==> src/rtl/sosc_pkg.sv <==
// shared types and constants of the sine oscillator
// no dependencies; used by every module of the block
package sosc_pkg;

    // rotation datapath width, holds x, y and z with headroom
    localparam int CORDIC_W     = 34;
    localparam int CORDIC_STEPS = 30;
    localparam int CORDIC_GAIN_INIT = 652032874;
    // z uses 2^30 for a quarter cycle
    localparam int Z_FRAC_BITS  = 30;

    // atan(2^-i) as a fraction of a cycle times 2^32
    localparam logic [31:0] ATAN_STEPS [CORDIC_STEPS] = '{
        32'd536870912, 32'd316933406, 32'd167458907, 32'd85004756,
        32'd42667331,  32'd21352417,  32'd10679838,  32'd5340245,
        32'd2670163,   32'd1335087,   32'd667544,    32'd333772,
        32'd166886,    32'd83443,     32'd41722,     32'd20861,
        32'd10430,     32'd5215,      32'd2608,      32'd1304,
        32'd652,       32'd326,       32'd163,       32'd81,
        32'd41,        32'd20,        32'd10,        32'd5,
        32'd3,         32'd1
    };

    // register indexes on the configuration port
    typedef enum logic [1:0] {
        REG_AMPLITUDE   = 2'd0,
        REG_PHASE_INC   = 2'd1,
        REG_PHASE_OFF   = 2'd2
    } t_reg_idx;

    // rotation state handed from cell to cell
    typedef struct packed {
        logic [CORDIC_W-1:0] x;
        logic [CORDIC_W-1:0] y;
        logic [CORDIC_W-1:0] z;
        logic                neg;
    } t_cordic;

endpackage

==> src/rtl/sosc_phase.sv <==
// phase from index times increment plus offset, and quadrant folding ahead of the rotation chain
// depends on sosc_pkg
module sosc_phase #(
    parameter int PHASE_BITS      = 32,
    parameter int TABLE_ADDR_BITS = 10
) (
    input  logic                 i_clk,
    input  logic                 i_rst_n,
    input  logic                 i_valid,
    output logic                 o_ready,
    input  logic [31:0]          i_index,
    input  logic [31:0]          i_inc,
    input  logic [31:0]          i_offset,
    output logic                 o_valid,
    input  logic                 i_ready,
    output sosc_pkg::t_cordic    o_c
);

    localparam int CW = sosc_pkg::CORDIC_W;
    localparam int QB = TABLE_ADDR_BITS + 2;

    logic                     r_prod_valid;
    logic [63:0]              r_prod;
    logic                     r_fold_valid;
    sosc_pkg::t_cordic        r_c;
    sosc_pkg::t_cordic        n_c;
    logic                     w_prod_load;
    logic                     w_fold_load;
    logic [63:0]              w_sum;
    logic [PHASE_BITS-1:0]    w_phase;
    logic [QB-1:0]            w_q;
    logic [TABLE_ADDR_BITS-1:0] w_k;
    logic [TABLE_ADDR_BITS:0] w_j;

    assign w_fold_load = !r_fold_valid || i_ready;
    assign w_prod_load = !r_prod_valid || w_fold_load;
    assign o_ready     = w_prod_load;

    // fold the phase into a step of the quarter wave
    always_comb begin
        w_sum   = r_prod + {32'd0, i_offset};
        w_phase = w_sum[PHASE_BITS-1:0];
        w_q     = w_phase[PHASE_BITS-1 -: QB];
        w_k     = w_q[TABLE_ADDR_BITS-1:0];
        if (w_q[TABLE_ADDR_BITS]) begin
            w_j = {1'b1, {TABLE_ADDR_BITS{1'b0}}} - {1'b0, w_k};
        end else begin
            w_j = {1'b0, w_k};
        end
        n_c.x   = CW'(sosc_pkg::CORDIC_GAIN_INIT);
        n_c.y   = '0;
        n_c.z   = {{(CW - sosc_pkg::Z_FRAC_BITS - 1){1'b0}}, w_j,
                   {(sosc_pkg::Z_FRAC_BITS - TABLE_ADDR_BITS){1'b0}}};
        n_c.neg = w_q[TABLE_ADDR_BITS+1];
    end

    // stage valid flags
    always_ff @(posedge i_clk) begin
        if (!i_rst_n) begin
            r_prod_valid <= 1'b0;
            r_fold_valid <= 1'b0;
        end else begin
            if (w_prod_load) r_prod_valid <= i_valid;
            if (w_fold_load) r_fold_valid <= r_prod_valid;
        end
    end

    // index times increment, then folded phase
    always_ff @(posedge i_clk) begin
        if (w_prod_load && i_valid) r_prod <= i_index * i_inc;
        if (w_fold_load && r_prod_valid) r_c <= n_c;
    end

    assign o_valid = r_fold_valid;
    assign o_c     = r_c;

endmodule

==> config.mk <==
export PLATFORM = sky130hd
export DESIGN_NAME = sosc_phase
export DESIGN_NICKNAME = d
export VERILOG_FILES = /design/src/rtl/sosc_pkg.sv /design/src/rtl/sosc_phase.sv
export SDC_FILE = /design/constraint.sdc
export NUM_CORES = 1
export LEC_CHECK = 0
export BUFFER_PORTS_ARGS = -buffer_cell sky130_fd_sc_hd__buf_2
export CAP_MARGIN = 10
export CORE_ASPECT_RATIO = 0.75
export CORE_MARGIN = 2
export CORE_UTILIZATION = 60
export DETAILED_ROUTE_END_ITERATION = 6
export PLACE_DENSITY_LB_ADDON = 0.2
export SYNTH_ARGS = -nofsm -noshare
export SYNTH_HDL_FRONTEND = slang
export SYNTH_SLANG_ARGS = --single-unit
==> constraint.sdc <==
create_clock -name i_clk -period 16.5 [get_ports i_clk]
set_input_delay 1.65 -clock i_clk [delete_from_list [all_inputs] [get_ports i_clk]]
set_output_delay 1.65 -clock i_clk [all_outputs]
set_load 0.02 [all_outputs]
==> results.py <==
metrics = {
    "status": {
        "run_status": "finished clean",
    },
    "routing": {
        "drt-total-wl_um": 47000,
        "final_antenna_net_count": 0,
        "routed_wire_length_per_instance_um": 18.7,
        "drt_pass1_iterations": 7,
        "vias": 13686,
        "first_iter_violations": 1203,
        "detail_route.vias_per_cell": 5.44,
        "post-route-drc-count": 0,
    },
    "place": {
        "placed_cells_incl_taps": 2509,
        "place.gp.congestion": 0.897,
        "hpwl_um": 37900,
        "placed_area_mm2": 0.0196,
        "port-buffer-count": 113,
    },
    "sta": {
        "final-hold-violation-count": 0,
        "post_route_minimum_period_ns": 8.53,
        "worst-slew-pin-transition_ns": 1.05,
        "timing.setup.tns_ns": 0,
        "grt_setup_unrepaired": "no",
        "fmaxAchievable_ghz": 0.117,
        "relative_slew_slack_pct": 30.0,
        "clock-skew-final_ns": 0.00856,
        "finalCritPeriodShare_pct": 51.7,
        "finalSetupViolCount": 0,
        "finalMaxSlewViolations": 0,
    },
    "logic_synthesis": {
        "yosysWarnings": 0,
        "synth_flop_cell": "edfxtp_1",
        "avg_synthesized_cell_area_um2": 9.21,
        "yosys-top-cells-area": "fa_1 43%, ha_1 10%, and2_1 9.5%",
        "top_cell_type_s_share_of_synthesized_area_pct": 42.6,
        "cell_area_after_synthesis_mm2": 0.0192,
        "synthDistinctLibCells": 63,
        "async_reset_ff_share_pct": 0,
        "post_synth_inst_count": 2081,
        "synth_enable_flop_cells": 44,
        "netlist.top_cell.by_area": "fa_1",
        "synth_seq_area_share_pct": 7.10,
        "yosys_register_bits": 46,
    },
    "cts": {
        "clkSinkCount": 46,
        "postCtsResizedCells": 0,
        "ctsHoldBuffers": 0,
        "worst_skew_pair.late_latency_ns": 0.30,
        "h-tree-depth": 2,
        "clkTransAtPathRegs_ns": 0.07,
        "cts-buffers-inserted": 5,
        "cts.root.buffer_cell": "clkbuf_16",
        "cts_setup_buffers": 0,
        "clock_tree.buffer_depth": 2,
        "tritoncts": "yes",
    },
    "worst_setup_path": {
        "worst_path_cell_chain": "buf_2, and2_1, fa_1, inv_1, fa_1, fa_1, inv_1, fa_1, ha_1, ha_1, inv_1, fa_1, inv_1, fa_1, ha_1, and4_1, o2bb2a_1, o31ai_1, o311ai_2, o211ai_2, o311a_1, a311oi_2, a21oi_1, xnor2_1",
        "critPathArrivalTime_ns": 8.55,
        "timing.critical_path.from_type": "input pin",
        "worst_path_dominant_cell_family": "adder cells",
        "critical_path_peak_fanout": 27,
        "endpoint_kind": "register",
        "timing.setup.critical_path_class": "in2reg",
        "worstPathRequired_ns": 16.51,
        "critical_path.slowest_cell": "buf_2",
        "critical_path_buf_inv_count": 5,
        "crit_path_frequent_cell": "fa_1",
        "timing.critical_path.slowest_cell_delay_ns": 0.57,
    },
    "die": {
        "fp.dieArea_mm2": 0.0334,
        "fp.coreArea_mm2": 0.0314,
        "fp.dieW_um": 210,
        "std_cell_rows": 56,
        "die_h_um": 159,
        "ios": 205,
        "floorplan.initialDensity_pct": 61.1,
    },
    "cells_and_area": {
        "post-route-cell-area_mm2": 0.0197,
        "finalNetCount": 2772,
        "antenna_cells": 0,
        "layout-drive-gt1-share_pct": 6.58,
        "layout_cells_excl_fill": 2517,
        "area_delta_synth_final_pct": 2.78,
        "mostFrequentLayoutCell": "fa_1",
        "post-route-util_pct": 62.8,
        "layout.cells.most_common_list": "408 x fa_1, 405 x inv_1, 290 x and2_1",
    },
    "global_routing": {
        "number_of_antenna_violations_at_the_first_check_in_global_routing": 0,
        "globalRouteOverflowTotal": 0,
        "grt_pass1_wl_um": 76100,
        "number_of_global_route_vias_before_repair": 14223,
        "grt_max_degree": 33,
        "grtUsageTotal_pct": 29.4,
    },
    "min_path": {
        "worstHoldPathType": "reg2reg",
    },
    "flow_run": {
        "cap_violations": 0,
    },
}
-- kinds of logic (layout without fill, tap and decap cells) --
logic type	count (synthesis)	count (layout)	synth area share, %
simple gates	659	659	17.7
buf+inv	587	528	13.3
fa+ha+maj	562	562	52.7
compound gates	124	124	4.58
xor+xnor	100	100	4.57
flops	46	46	7.10
other cells	2	91	0.0392
mux	1	1	0.0587
-- path summary, 6_finish.rpt --
path / startpoint / end / slack (ns) / cells after the start
max: i_index[5] / r_prod[31] / 7.97 / 24
min: r_prod_valid / o_valid / 0.52 / 1
max reg2reg: r_prod[5] / o_c[27] / 13.05 / 12
min reg2reg: r_prod_valid / o_valid / 0.52 / 1
-- registers in the layout, summed over array words and instances (netlist names) --
signal	flops
r_prod	32
o_c	12
o_valid	1
r_prod_valid	1
-- worst reg2reg max path: stages (launching register included) --
cell       delay, ns
edfxtp_1        0.38
ha_1            0.34
a2111oi_2       0.46
or3_1           0.17
o311ai_1        0.10
a211oi_1        0.45
nor3_1          0.15
nor3b_2         0.39
inv_1           0.09
ha_1            0.21
nor3b_2         0.18
a31oi_1         0.19
xnor2_1         0.10
-- Yosys cell counts (6+ instances only) --
cell type	count
o21ai_0	14
and2_1	290
nand3_1	15
clkbuf_1	90
fa_1	408
a21oi_1	35
inv_1	405
nand2_1	263
nor2_1	33
xnor2_1	77
ha_1	154
xor2_1	23
a21o_1	16
a31oi_1	9
edfxtp_1	44
buf_4	91
o21a_1	6
nor2b_1	7
nand4_1	6
nor3_1	15
-- area by class of cell --
| type | instances | area, um2 |
|---|---|---|
| multi-input combinational | 1537 | 15600 |
| fill | 2696 | 11700 |
| inverter | 405 | 1520 |
| sequential | 46 | 1360 |
| timing repair buffer | 115 | 581 |
| tap | 406 | 508 |
| clock buffer | 6 | 129 |
| clock inverter | 2 | 13.8 |
-- per-layer routing --
metal	routed length (um)	GRT usage (%)	part of all wire [%]	vias to the layer above
met5	47	1.05	0.10	-
met4	689	4.83	1.5	2
met3	4940	7.59	11	54
met2	20700	43.5	44	591
met1	20600	44.4	44	6936
li1	-	-	-	6103
-- per-stage QoR --
step                worst slack, ns  hold WS (ns)
detailed placement             7.71         0.503
global route                   7.65         0.533
global placement               7.91         0.487
floorplan                      8.31         0.477
CTS                            8.05         0.519
finish                         7.97         0.519
Power is not shown: default switching activity piles up to over one toggle a cycle in this logic, so the estimate is an artifact.
