`src/rtl/sosc_pkg.sv`:
```
// shared types and constants of the sine oscillator
// no dependencies; used by every module of the block
package sosc_pkg;

    // rotation datapath width, holds x, y and z with headroom
    localparam int CORDIC_W     = 34;
    localparam int CORDIC_STEPS = 30;
    localparam int CORDIC_GAIN_INIT = 652032874;
    // z uses 2^30 for a quarter cycle
    localparam int Z_FRAC_BITS  = 30;

    // atan(2^-i) as a fraction of a cycle times 2^32
    localparam logic [31:0] ATAN_STEPS [CORDIC_STEPS] = '{
        32'd536870912, 32'd316933406, 32'd167458907, 32'd85004756,
        32'd42667331,  32'd21352417,  32'd10679838,  32'd5340245,
        32'd2670163,   32'd1335087,   32'd667544,    32'd333772,
        32'd166886,    32'd83443,     32'd41722,     32'd20861,
        32'd10430,     32'd5215,      32'd2608,      32'd1304,
        32'd652,       32'd326,       32'd163,       32'd81,
        32'd41,        32'd20,        32'd10,        32'd5,
        32'd3,         32'd1
    };

    // register indexes on the configuration port
    typedef enum logic [1:0] {
        REG_AMPLITUDE   = 2'd0,
        REG_PHASE_INC   = 2'd1,
        REG_PHASE_OFF   = 2'd2
    } t_reg_idx;

    // rotation state handed from cell to cell
    typedef struct packed {
        logic [CORDIC_W-1:0] x;
        logic [CORDIC_W-1:0] y;
        logic [CORDIC_W-1:0] z;
        logic                neg;
    } t_cordic;

endpackage

```
`src/rtl/sosc_scale.sv`:
```
// amplitude gain, rounding, saturation and output register
// depends on sosc_pkg
module sosc_scale #(
    parameter int SAMPLE_BITS = 16
) (
    input  logic                          i_clk,
    input  logic                          i_rst_n,
    input  logic                          i_valid,
    output logic                          o_ready,
    input  sosc_pkg::t_cordic             i_c,
    input  logic [15:0]                   i_amp,
    output logic                          o_valid,
    input  logic                          i_ready,
    output logic signed [SAMPLE_BITS-1:0] o_value
);

    localparam int CW = sosc_pkg::CORDIC_W;
    localparam int PW = CW + 17;
    localparam int SH = 46 - SAMPLE_BITS;
    localparam logic [PW-1:0] HALF     = PW'(64'd1 << (SH - 1));
    localparam logic [PW-1:0] HALF_NEG = PW'((64'd1 << (SH - 1)) + 64'd1);
    localparam logic signed [PW-1:0] MAX_OUT = PW'((64'sd1 <<< (SAMPLE_BITS - 1)) - 64'sd1);
    localparam logic signed [PW-1:0] MIN_OUT = -MAX_OUT - PW'(1);

    logic                          r_mul_valid;
    logic signed [PW-1:0]          r_prod;
    logic                          r_neg;
    logic                          r_out_valid;
    logic signed [SAMPLE_BITS-1:0] r_value;
    logic signed [SAMPLE_BITS-1:0] n_value;
    logic                          w_mul_load;
    logic                          w_out_load;
    logic [PW-1:0]                 w_sum;
    logic signed [PW-1:0]          w_shift;

    assign w_out_load = !r_out_valid || i_ready;
    assign w_mul_load = !r_mul_valid || w_out_load;
    assign o_ready    = w_mul_load;

    // negate folded into the rounding add: -p + h = ~p + h + 1
    always_comb begin
        if (r_neg) begin
            w_sum = ~r_prod + HALF_NEG;
        end else begin
            w_sum = r_prod + HALF;
        end
        w_shift = $signed(w_sum) >>> SH;
        if (w_shift > MAX_OUT) begin
            n_value = MAX_OUT[SAMPLE_BITS-1:0];
        end else if (w_shift < MIN_OUT) begin
            n_value = MIN_OUT[SAMPLE_BITS-1:0];
        end else begin
            n_value = w_shift[SAMPLE_BITS-1:0];
        end
    end

    // stage valid flags
    always_ff @(posedge i_clk) begin
        if (!i_rst_n) begin
            r_mul_valid <= 1'b0;
            r_out_valid <= 1'b0;
        end else begin
            if (w_mul_load) r_mul_valid <= i_valid;
            if (w_out_load) r_out_valid <= r_mul_valid;
        end
    end

    // gain product, then rounded sample
    always_ff @(posedge i_clk) begin
        if (w_mul_load && i_valid) begin
            r_prod <= $signed(i_c.y) * $signed({1'b0, i_amp});
            r_neg  <= i_c.neg;
        end
        if (w_out_load && r_mul_valid) r_value <= n_value;
    end

    assign o_valid = r_out_valid;
    assign o_value = r_value;

endmodule

```
`config.mk`:
```
export PLATFORM = sky130hd
export DESIGN_NAME = sosc_scale
export DESIGN_NICKNAME = d
export VERILOG_FILES = /design/src/rtl/sosc_pkg.sv /design/src/rtl/sosc_scale.sv
export SDC_FILE = /design/constraint.sdc
export NUM_CORES = 1
export LEC_CHECK = 0
export BUFFER_PORTS_ARGS = -buffer_cell sky130_fd_sc_hd__buf_2
export CORE_MARGIN = 1.5
export CORE_UTILIZATION = 58
export DETAILED_ROUTE_END_ITERATION = 8
export PLACE_DENSITY_LB_ADDON = 0.1
export SLEW_MARGIN = 20
export SYNTH_ARGS = -nofsm -noshare
export SYNTH_HDL_FRONTEND = slang
export SYNTH_SLANG_ARGS = --single-unit
```
`constraint.sdc`:
```
create_clock -name i_clk -period 7 [get_ports i_clk]
set_input_delay 0.7 -clock i_clk [delete_from_list [all_inputs] [get_ports i_clk]]
set_output_delay 0.7 -clock i_clk [all_outputs]
set_load 0.1 [all_outputs]
```
==> flow_metrics.tcl <==
set metrics [dict create \
    yosys.area_share.simple 0.153 \
    worstPathRequired_ns 7.06 \
    multi_input_area_mm2 0.0172 \
    async_flop_share 0 \
    fin_setup_tns_ns 0 \
    netlist_instances 2387 \
    coreArea_mm2 0.0374 \
    nNetsFinal 3316 \
    cts_tree "yes" \
    rsz0062_at_grt "no" \
    syn_area_mm2 0.0219 \
    cap_violations 0 \
    synth_top_family_by_area "adder cells" \
    slew_viol_final 0 \
    synth_edf_count 68 \
    grt_pass1_wl_um 88000 \
    placed_cell_area_mm2 0.0241 \
    yosysSeqAreaShare 0.0950 \
    grt-ovfl-total 0 \
    timing.final.crit_period_ns 6.70 \
    setup_viol 0 \
    routed_wl_um 52300 \
    ys_ff_latch 70 \
    cts_buffers 9 \
    cp-end-kind "flop" \
    clock_latency_ns 0.32 \
    port_buffers 72 \
    max_slew_margin 0.413 \
    skew_ns 0.00824 \
    start_util 0.586 \
    r2r_setup_slack_ns 3.42 \
    yosysWarnings 0 \
    drt_first_iter_violations 790 \
    viasPerCell 5.25 \
    cts-root-buf "clkbuf_16" \
    reg2reg_to "o_value[5]" \
    dr_total_vias 16112 \
    dp_hpwl_um 45100 \
    layout-drive-gt1-share 0.112 \
    design_area_mm2 0.0244 \
    ys_types 63 \
    path_class "primary input to flop" \
    clockBufferDepth 2 \
    synth_top_cell_by_area "fa_1" \
    syn_to_final_growth_pct 11.2 \
    die_area_mm2 0.0390 \
    worstHoldPathType "flop to flop" \
    worstMarginPinSlew_ns 0.869 \
    crit_start "i_amp[5]" \
    synth-xor-area-share 0.0284 \
    cts_setup_buffers 0 \
    routabilityCongestion 0.865 \
    cts_num_sinks 70 \
    fin_crit_sh 0.957 \
    drc 0 \
    num_io_pins 141 \
    clk_pin_slew_ns 0.06 \
    startpoint_type "primary input" \
    antenna_found_initial 3 \
    num-fill-cells 3225 \
    dieHeight_um 197 \
    critPathMaxFanout 14 \
    synth_compound_area_frac 0.0582 \
    synthFlopType "edfxtp_1" \
    synthAdderAreaFrac 0.543 \
    ctsHoldBuffers 0 \
    regArea_mm2 0.00208 \
    firstDrtPassIters 6 \
    cp.arrival_ns 6.76 \
    synthesis.nets 3151 \
    die_w_um 197 \
    report.final.hold_viol_count 0 \
    final_common_cell "inv_1" \
    rows 71 \
    critPathCapture "r_prod[50]" \
    ys_top_cells_by_area "fa_1 (47%), inv_1 (10%), edfxtp_1 (9.3%)" \
    ant_nets 0 \
    final_cell_mix "inv_1 (612), fa_1 (517), nand2_1 (383)" \
    status "finished, final reports clean" \
    r2r_start "r_prod[28]" \
    wl_per_cell_um 17.0 \
    synthMuxAreaShare 0.000457 \
    grt_max_degree 53 \
    h-tree-depth 3 \
    max_freq_mhz 149 \
    grt_pass1_vias 17738 \
    synth.top_cell.area_share 0.472 \
    worstRegToRegCells 10 \
    grt_usage 0.290 \
    syn_avg_cell_area_um2 9.19 \
]
[cell families (layout without fill, tap and decap cells)]
logic type / after synthesis / after routing
multiplexers: 1 / 1
AND/OR/NAND/NOR: 697 / 697
adder cells (fa/ha/maj): 641 / 641
XOR/XNOR: 71 / 71
other: 0 / 3
AO/OA/AOI/OAI: 197 / 197
flip-flops: 70 / 70
buffers and inverters: 710 / 879
[sequential cells by signal, indices dropped and copies added (netlist names)]
signal	cells
r_prod	51
o_value	16
r_neg	1
o_valid	1
r_mul_valid	1
[stage by stage]
stage	cells	hold WS [ns]	setup WS, ns	utilization
after floorplan	2387	0.477	0.251	-
after global placement	3052	0.493	-0.181	0.644
after detailed placement	3052	0.505	-0.268	0.644
after CTS	3067	0.521	0.0559	0.651
after global routing	3068	0.538	0.0243	0.652
final	3070	0.516	0.302	0.652
[critical path, stage by stage]
cell and delay (ns):
buf_2 0.21, buf_4 0.22, buf_4 0.16, and2_1 0.15
fa_1 0.54, inv_1 0.05, fa_1 0.39, fa_1 0.56
inv_1 0.04, ha_1 0.28, fa_1 0.50, inv_1 0.06
fa_1 0.48, inv_1 0.04, ha_1 0.28, a2111o_1 0.39
o21ai_0 0.25, o21ai_1 0.14, a21o_1 0.22, a31oi_2 0.22
buf_4 0.15, o311ai_2 0.15, a31o_2 0.27, a21o_1 0.18
xnor2_1 0.12
[cell usage after synthesis, types with 5 or more instances]
| master | n |
|---|---|
| inv_1 | 612 |
| fa_1 | 517 |
| nand2_1 | 383 |
| and2_1 | 207 |
| ha_1 | 124 |
| clkbuf_1 | 91 |
| edfxtp_1 | 68 |
| a21oi_1 | 58 |
| xnor2_1 | 54 |
| o21ai_0 | 46 |
| nor2_1 | 35 |
| a21o_1 | 21 |
| xor2_1 | 17 |
| a31oi_1 | 11 |
| nor2b_1 | 9 |
| o21bai_1 | 9 |
| and3_1 | 8 |
| nand3_1 | 8 |
| o21a_1 | 8 |
| nand2b_1 | 7 |
| nand4_1 | 7 |
| nor3_1 | 7 |
| nor4_1 | 6 |
| or3_1 | 6 |
| a211oi_1 | 5 |
| o211ai_1 | 5 |
[how the worst min path moves through the flow]
stage | startpoint | to | slack, ns | cells past startpoint
2_1_floorplan | r_mul_valid | o_valid | 0.48 | 1
3_3_place_gp | r_mul_valid | o_valid | 0.49 | 1
3_5_place_dp | r_mul_valid | o_valid | 0.51 | 1
4_1_cts | r_mul_valid | o_valid | 0.52 | 1
5_1_grt | i_c[0] | r_neg | 0.54 | 1
6_report | r_mul_valid | o_valid | 0.52 | 1
[timing repair]
| action | in CTS | in global routing |
|---|---|---|
| endpoints found under the setup margin | 0 | 11 |
| gates resized for setup | 0 | 14 |
| hold endpoints to repair | 0 | 0 |
[area by class of cell]
type | instances | share of cell area
clock inverters | 5 | 0.00113
multi-input cells | 1607 | 0.704
well taps | 511 | 0.0262
flip-flops and latches | 70 | 0.0854
inverters | 612 | 0.0942
diodes | 3 | 0.000308
clock buffers | 10 | 0.00939
repair buffers | 252 | 0.0790
[routing by layer]
metal,up-vias,track usage,part of all wire
li1,7345,-,-
met1,8208,0.398,0.44
met2,500,0.486,0.48
met3,57,0.0562,0.071
met4,2,0.0537,0.014
met5,-,0,0.00025
Power is left out: the tool's default activity adds up to more than one toggle a clock period on the data nets, which glitch-free logic cannot reach.
