==> config.mk <==
export PLATFORM = sky130hd
export DESIGN_NAME = sosc_cordic_cell
export DESIGN_NICKNAME = d
export VERILOG_FILES = /design/src/rtl/sosc_pkg.sv /design/src/rtl/sosc_cordic_cell.sv
export SDC_FILE = /design/constraint.sdc
export NUM_CORES = 1
export LEC_CHECK = 0
export BUFFER_PORTS_ARGS = -buffer_cell sky130_fd_sc_hd__clkbuf_2
export CELL_PAD_IN_SITES_DETAIL_PLACEMENT = 0
export CELL_PAD_IN_SITES_GLOBAL_PLACEMENT = 2
export CORE_ASPECT_RATIO = 1.5
export CORE_UTILIZATION = 33
export CTS_CLUSTER_SIZE = 25
export DETAILED_ROUTE_END_ITERATION = 12
export PLACE_DENSITY_LB_ADDON = 0.1
export SLEW_MARGIN = 20
export SYNTH_ARGS = -nofsm -noshare
export SYNTH_HDL_FRONTEND = slang
export SYNTH_SLANG_ARGS = --single-unit
==> constraint.sdc <==
create_clock -name i_clk -period 4.8 [get_ports i_clk]
set_clock_uncertainty 0.15 [all_clocks]
set_input_delay 0.96 -clock i_clk [delete_from_list [all_inputs] [get_ports i_clk]]
set_output_delay 0.96 -clock i_clk [all_outputs]
set_load 0.05 [all_outputs]
==> src/rtl/sosc_pkg.sv <==
// shared types and constants of the sine oscillator
// no dependencies; used by every module of the block
package sosc_pkg;

    // rotation datapath width, holds x, y and z with headroom
    localparam int CORDIC_W     = 34;
    localparam int CORDIC_STEPS = 30;
    localparam int CORDIC_GAIN_INIT = 652032874;
    // z uses 2^30 for a quarter cycle
    localparam int Z_FRAC_BITS  = 30;

    // atan(2^-i) as a fraction of a cycle times 2^32
    localparam logic [31:0] ATAN_STEPS [CORDIC_STEPS] = '{
        32'd536870912, 32'd316933406, 32'd167458907, 32'd85004756,
        32'd42667331,  32'd21352417,  32'd10679838,  32'd5340245,
        32'd2670163,   32'd1335087,   32'd667544,    32'd333772,
        32'd166886,    32'd83443,     32'd41722,     32'd20861,
        32'd10430,     32'd5215,      32'd2608,      32'd1304,
        32'd652,       32'd326,       32'd163,       32'd81,
        32'd41,        32'd20,        32'd10,        32'd5,
        32'd3,         32'd1
    };

    // register indexes on the configuration port
    typedef enum logic [1:0] {
        REG_AMPLITUDE   = 2'd0,
        REG_PHASE_INC   = 2'd1,
        REG_PHASE_OFF   = 2'd2
    } t_reg_idx;

    // rotation state handed from cell to cell
    typedef struct packed {
        logic [CORDIC_W-1:0] x;
        logic [CORDIC_W-1:0] y;
        logic [CORDIC_W-1:0] z;
        logic                neg;
    } t_cordic;

endpackage

==> src/rtl/sosc_cordic_cell.sv <==
// one rotation step of the sine chain, shift amount fixed per cell
// depends on sosc_pkg
module sosc_cordic_cell #(
    parameter int STEP = 0
) (
    input  logic              i_clk,
    input  logic              i_rst_n,
    input  logic              i_valid,
    output logic              o_ready,
    input  sosc_pkg::t_cordic i_c,
    output logic              o_valid,
    input  logic              i_ready,
    output sosc_pkg::t_cordic o_c
);

    localparam int CW = sosc_pkg::CORDIC_W;
    localparam logic signed [CW-1:0] ANGLE = CW'(sosc_pkg::ATAN_STEPS[STEP]);

    logic                 r_valid;
    sosc_pkg::t_cordic    r_c;
    sosc_pkg::t_cordic    n_c;
    logic                 w_load;
    logic signed [CW-1:0] w_x;
    logic signed [CW-1:0] w_y;
    logic signed [CW-1:0] w_z;
    logic signed [CW-1:0] w_dx;
    logic signed [CW-1:0] w_dy;

    assign w_load  = !r_valid || i_ready;
    assign o_ready = w_load;

    // rotate toward zero residual angle
    always_comb begin
        w_x  = $signed(i_c.x);
        w_y  = $signed(i_c.y);
        w_z  = $signed(i_c.z);
        w_dx = w_y >>> STEP;
        w_dy = w_x >>> STEP;
        n_c.neg = i_c.neg;
        if (!w_z[CW-1]) begin
            n_c.x = w_x - w_dx;
            n_c.y = w_y + w_dy;
            n_c.z = w_z - ANGLE;
        end else begin
            n_c.x = w_x + w_dx;
            n_c.y = w_y - w_dy;
            n_c.z = w_z + ANGLE;
        end
    end

    // valid flag
    always_ff @(posedge i_clk) begin
        if (!i_rst_n) begin
            r_valid <= 1'b0;
        end else if (w_load) begin
            r_valid <= i_valid;
        end
    end

    // rotation state
    always_ff @(posedge i_clk) begin
        if (w_load && i_valid) r_c <= n_c;
    end

    assign o_valid = r_valid;
    assign o_c     = r_c;

endmodule

==> results of run 1 <==
==> per-stage QoR <==
stage / power [mW] / cells / setup slack, ps
3_3_place_gp: 2.59 / 1532 / 419
4_1_cts: 3.37 / 1548 / 835
5_1_grt: 3.49 / 1548 / 655
3_5_place_dp: 2.59 / 1532 / 419
6_report: 3.32 / 1548 / 780
2_1_floorplan: 2.17 / 1006 / 324
==> placed cells by master (no fill, tap or decap), drive strengths merged, types with 14 or more instances in the layout <==
master / count
nand4: 15
o21bai: 21
buf: 24
inv: 95
nand2: 49
a21oi: 118
nor2: 87
ha: 102
clkbuf: 219
nor3: 21
o21ai: 70
nand3: 19
nor2b: 14
edfxtp: 102
a21o: 24
xnor2: 59
==> sequential cells by signal, indices dropped and copies added, names as in the netlist <==
signal,flops
o_c,102
o_valid,1
==> report_power, final <==
part / leakage (nW) / internal (mW) / total, mW / switching (mW)
combinational: 3.68 / 0.419 / 1.40 / 0.984
sequential: 0.995 / 1.13 / 1.16 / 0.0281
clock: 0.138 / 0.364 / 0.759 / 0.395
total: 4.82 / 1.92 / 3.32 / 1.41
==> cell families (layout without fill, tap and decap cells) <==
kind of cell               after synthesis  after routing  share of synthesized area
xor gates and xnor gates                67             67                     0.0651
muxes                                   11             11                     0.0122
DFF                                    103            103                      0.342
adders and majority gates              106            106                      0.151
and+or+nand+nor                        251            251                      0.136
AOI/OAI and AO/OA                      324            324                      0.230
buffers and inverters                  144            349                     0.0639
==> critical path, cell delays in order <==
cell       delay, ps
clkbuf_2         110
inv_1             40
ha_1             490
nor2b_1          110
o2111ai_1        270
nand3_1          130
a2111oi_0        720
o21ai_0          370
nand4_1          240
o21ai_0          160
a22o_1           270
xnor2_1          120
==> path summary, 6_finish.rpt <==
path / startpoint / end / slack (ps) / depth (start not counted)
setup / recovery: i_c[49] / o_c[66] / 780 / 12
setup reg to reg: o_valid / o_c[102] / 2900 / 3
hold / removal: o_valid / o_valid / 410 / 2
hold reg to reg: o_valid / o_valid / 410 / 2
==> area by class of cell <==
type                    instances  area (µm²)  area share
well taps                     337         422      0.0391
multi-input cells             759        5360       0.497
repair buffers                234        1240       0.115
clock buffers                   9         225      0.0209
inverters                      99         378      0.0351
clock inverters                 7        67.6     0.00627
flip-flops and latches        103        3080       0.286
==> routing by layer <==
metal  vias up  global-route usage  part of all wire  wire length, µm
met5         -                   0                 0                0
met1      3874               0.241              0.38            11600
met4         0               0.111             0.039             1190
li1       3994                   -                 -                -
met3        54              0.0258             0.035             1090
met2       228               0.425              0.55            16900
==> metrics, run 1 <==
status complete, no violations; Hold Path Class flop to flop; clk buf depth 2; Mapped Cells 1,006; Die X 137 µm; Mapped Area 9010 µm²; ANT cells 0; Synth Flop Type edfxtp_1; critical path arrival 4000 ps; FF+latch count, synth 103; syn_nets 1,219; Design Area, Final 10,800 µm²; DRT iter0 DRCs 414; nature of the critical path startpoint primary input; clock sink total 103; CTS tree yes; Worst-Margin Slew 790 ps; fill cell count 2,824; Area Growth Syn to Fin 19.5%; DP HPWL 25.0 mm; Cell variety after synth 77; num ports 212; final setup fails 0; vias in the first global route 8,042; CP Max Fanout 11; ANT nets after route 0; Period minus WS final 4020 ps; hold slack 405 ps; kind of critical path primary input to flop; vias per cell 5.26; cell taking the most area after synthesis edfxtp_1; Port Buffer Count 211; share of cells above drive strength 1 0.230; clock root buffer master clkbuf_16; FMAX 249 MHz; Overflow after GRT 0; Synth area leaders edfxtp_1 (34%), ha_1 (14%), a21oi_1 (6.6%), xnor2_1 (5.7%), o21ai_0 (3.8%); Reg clk slew, reported paths 80 ps; Final #Nets 1,419; later-pin clock latency in the skew report 380 ps; sequential area share after synthesis 0.342; drt drc 0; Final GP Congestion 0.865; Starting Density 0.338; post_cts resized 0; CTS Buf Count 9; initial antenna violation count 0; Die Y 204 µm; Final Core Density 0.404; H-tree Lvls 3; max-cap violations 0; Hold Buf Count CTS 0; die area 28,000 µm²; CP Capture Type flop; count leader, synth a21oi_1; Static Leak 4.82 nW; Slew Limit Headroom 0.460; GRT Util Overall 0.225; PwrDens 308 nW/µm²; Post-CTS Setup Repair Bufs 0; first-pass GRT wire length 46.4 mm; Syn. warnings 0; vias after detailed routing 8,150; Avg Cell Area, Syn 8.96 µm²; ys async rst share 0; Post-synth EDFFs 102; largest net degree at the start of global routing 61; RSZ-0062 raised after global routing no; core area 26,700 µm²; routed len/inst 19.9 µm; final hold viol count 0; Synth top cells by count a21oi_1 (118), edfxtp_1 (102), ha_1 (102); worst path required time 4780 ps; TNS Setup 0 ps; First-pass DRT Iterations 5; Total Wirelength 30.8 mm; Slew Viols, Final 0; Post-DP Area 10,500 µm²; number of placement rows 73; period utilisation layout 0.837; Worst VDD drop 0.179 mV; top-area cell type share of the netlist area 0.340
Power figures use the tool's default switching activity.
==> inputs of run 2 (changes only) <==
--- a/config.mk
+++ b/config.mk
@@ -9,7 +9,7 @@
 export CELL_PAD_IN_SITES_DETAIL_PLACEMENT = 0
 export CELL_PAD_IN_SITES_GLOBAL_PLACEMENT = 2
 export CORE_ASPECT_RATIO = 1.5
-export CORE_UTILIZATION = 33
+export CORE_UTILIZATION = 30
 export CTS_CLUSTER_SIZE = 25
 export DETAILED_ROUTE_END_ITERATION = 12
 export PLACE_DENSITY_LB_ADDON = 0.1
==> constraint.sdc (replaced) <==
create_clock -name i_clk -period 3.45 [get_ports i_clk]
set_clock_uncertainty 0.15 [all_clocks]
set_input_delay 0.69 -clock i_clk [delete_from_list [all_inputs] [get_ports i_clk]]
set_output_delay 0.69 -clock i_clk [all_outputs]
set_load 0.05 [all_outputs]
==> run 2 against run 1 <==
Largest cell class unchanged. Worst hold slack got worse by 69 ps. Cell count rose by 18%. First-iteration DRC count rose by 6.5%. Cell area rose by 19%. Global-route usage fell by 0.90 points. Routed wire length rose by 6.4%. Largest power group unchanged. Clock power rose by 57%.
==> metrics, run 2 (same netlist as run 1, synthesis figures left out) <==
Slew Viols, Final 0 (unchanged); worst-path cell chain buf_6 > buf_6 > ha_4 > nor2b_4 > and2_1 > a311o_1 > o211ai_2 > nor3_2 > o41a_1 > buf_4 > a31o_1 > a221oi_2 > xnor2_1; CTS tree yes; core area 29,500 µm² (+11%); TNS Setup 0 ps (unchanged); commonest non-fill, non-tap cell in the layout buf_4; Die X 144 µm (+4.8%); DP HPWL 27.1 mm (+8.6%); vias in the first global route 8,980 (+12%); Slowest-stage cell, CP o41a_1; Total Wirelength 32.8 mm (+6.4%); routed len/inst 17.9 µm (-9.9%); Starting Density 0.306 (-0.0322); Die Y 214 µm (+4.8%); Slew Limit Headroom 0.575 (+0.115); Period minus WS final 3360 ps; combinational fraction of design power 0.452 (+0.030); dpl cells 1,802 (+18%); period utilisation layout 0.974; final setup fails 0 (unchanged); clock sink total 103 (unchanged); largest net degree at the start of global routing 47 (-23%); clock root buffer master clkbuf_16; die area 30,700 µm² (+9.9%); Worst-Margin Slew 638 ps (-152 ps); ANT cells 0 (unchanged); crit path buf inv count 3 (+1); critical path arrival 3340 ps (-660 ps); First-pass DRT Iterations 5 (unchanged); Hold Path Class primary input to flop; Worst path max stage delay 490 ps (-230 ps); worst path required time 3430 ps (-1350 ps); max-cap violations 0 (unchanged); RSZ-0062 raised after global routing yes; final hold viol count 0 (unchanged); switching share of power 0.397 (-0.0264); CTS Buf Count 9 (unchanged); max reg flops 102 (unchanged); kind of critical path primary input to flop; CP Capture Type flop; Final #Nets 1,640 (+16%); net switching power 2.04 mW (+45%); initial antenna violation count 0 (unchanged); ANT nets after route 0 (unchanged); Port Buffer Count 211 (unchanged); number of placement rows 77 (+5.5%); Final GP Congestion 0.885 (+2.3%); share of cells above drive strength 1 0.374 (+0.145); Design Area, Final 12,800 µm² (+19%); FMAX 298 MHz; vias after detailed routing 8,781 (+7.7%); Overflow after GRT 0 (unchanged); clk buf depth 2 (unchanged); Crit path max-delay family compound AO/OA/AOI/OAI gates; Static Leak 5.95 nW (+23%); sequential share of power 0.315 (-0.034); Clock Power Share 0.233 (+0.005); first-pass GRT wire length 49.9 mm (+7.4%); vias per cell 4.81 (-8.7%); crit-path most repeated cell buf_6; CP Max Fanout 4 (-7); Post-DP Area 12,100 µm² (+16%); Area Growth Syn to Fin 42.5%; Reg clk slew, reported paths 80 ps (about the same); H-tree Lvls 3 (unchanged); num ports 212 (unchanged); GRT Util Overall 0.216 (-0.00903); PwrDens 400 nW/µm² (+30%); Worst VDD drop 0.282 mV (+57%); DRT iter0 DRCs 441 (+6.5%); Hold Buf Count CTS 0 (unchanged); status complete, no violations; drt drc 0 (unchanged); post-route insts no fill 1,827 (+18%); nature of the critical path startpoint primary input; later-pin clock latency in the skew report 370 ps (about the same); Int Pwr 3.09 mW (+62%); most frequent cells in the layout buf_4 (245), clkbuf_2 (200), a21oi_1 (115), edfxtp_1 (102), ha_1 (90)
[run 2: cell types whose count changed in the layout (fill, tap and decap cells not counted), sizes merged]
cell / before / now
clkbuf: 219 / 209
bufinv: 0 / 2
buf: 24 / 255
clkinvlp: 2 / 0
clkinv: 9 / 6
inv: 95 / 98
[run 2: repair_timing]
item                       4_1_cts  5_1_grt
setup endpoints to repair       11       23
pin swaps                        7       17
hold endpoints to repair         0        0
resized for setup                6       63
buffers inserted                 0        9
[run 2: final cells by class]
cell class	instances	area [µm²]
Inverter	99	378
Clock buffer	9	225
Tap cell	395	494
Fill cell	3086	16600
Multi-Input combinational cell	759	5600
Clock inverter	7	111
Sequential cell	103	3080
Timing Repair Buffer	455	2950
[run 2: metal layers]
layer / wire (µm) / part of all wire / GRT usage / vias up
met5: 0 / 0 / 0 / -
met4: 1020 / 0.031 / 0.0869 / 0
met3: 894 / 0.027 / 0.0226 / 46
met2: 18100 / 0.55 / 0.415 / 208
met1: 12800 / 0.39 / 0.234 / 4089
li1: - / - / - / 4438
[run 2: through the flow]
step,power [mW],hold WS [ps],worst slack (ps),utilization
after floorplan,3.02,639,19.7,-
after global placement,3.91,374,-425,0.412
after detailed placement,3.91,400,-476,0.412
after CTS,5.14,311,12.8,0.425
after global routing,5.40,325,-17.9,0.436
final,5.13,336,89.6,0.436
[run 2: final timing paths]
check | start | endpoint | slack, ps | depth (start not counted)
worst min-delay path | i_c[20] | o_c[20] | 340 | 1
worst max register to register | o_valid | o_c[99] | 1610 | 3
worst max-delay path | i_c[39] | o_c[102] | 90 | 13
worst min register to register | o_valid | o_valid | 400 | 2
[run 2: power groups by stage]
stage,Clock (mW),Sequential (mW),Combinational (mW)
2_1_floorplan,0,2.13,0.889
3_3_place_gp,0,1.65,2.27
3_5_place_dp,0,1.65,2.26
4_1_cts,1.24,1.62,2.28
5_1_grt,1.27,1.63,2.50
6_report,1.19,1.62,2.32
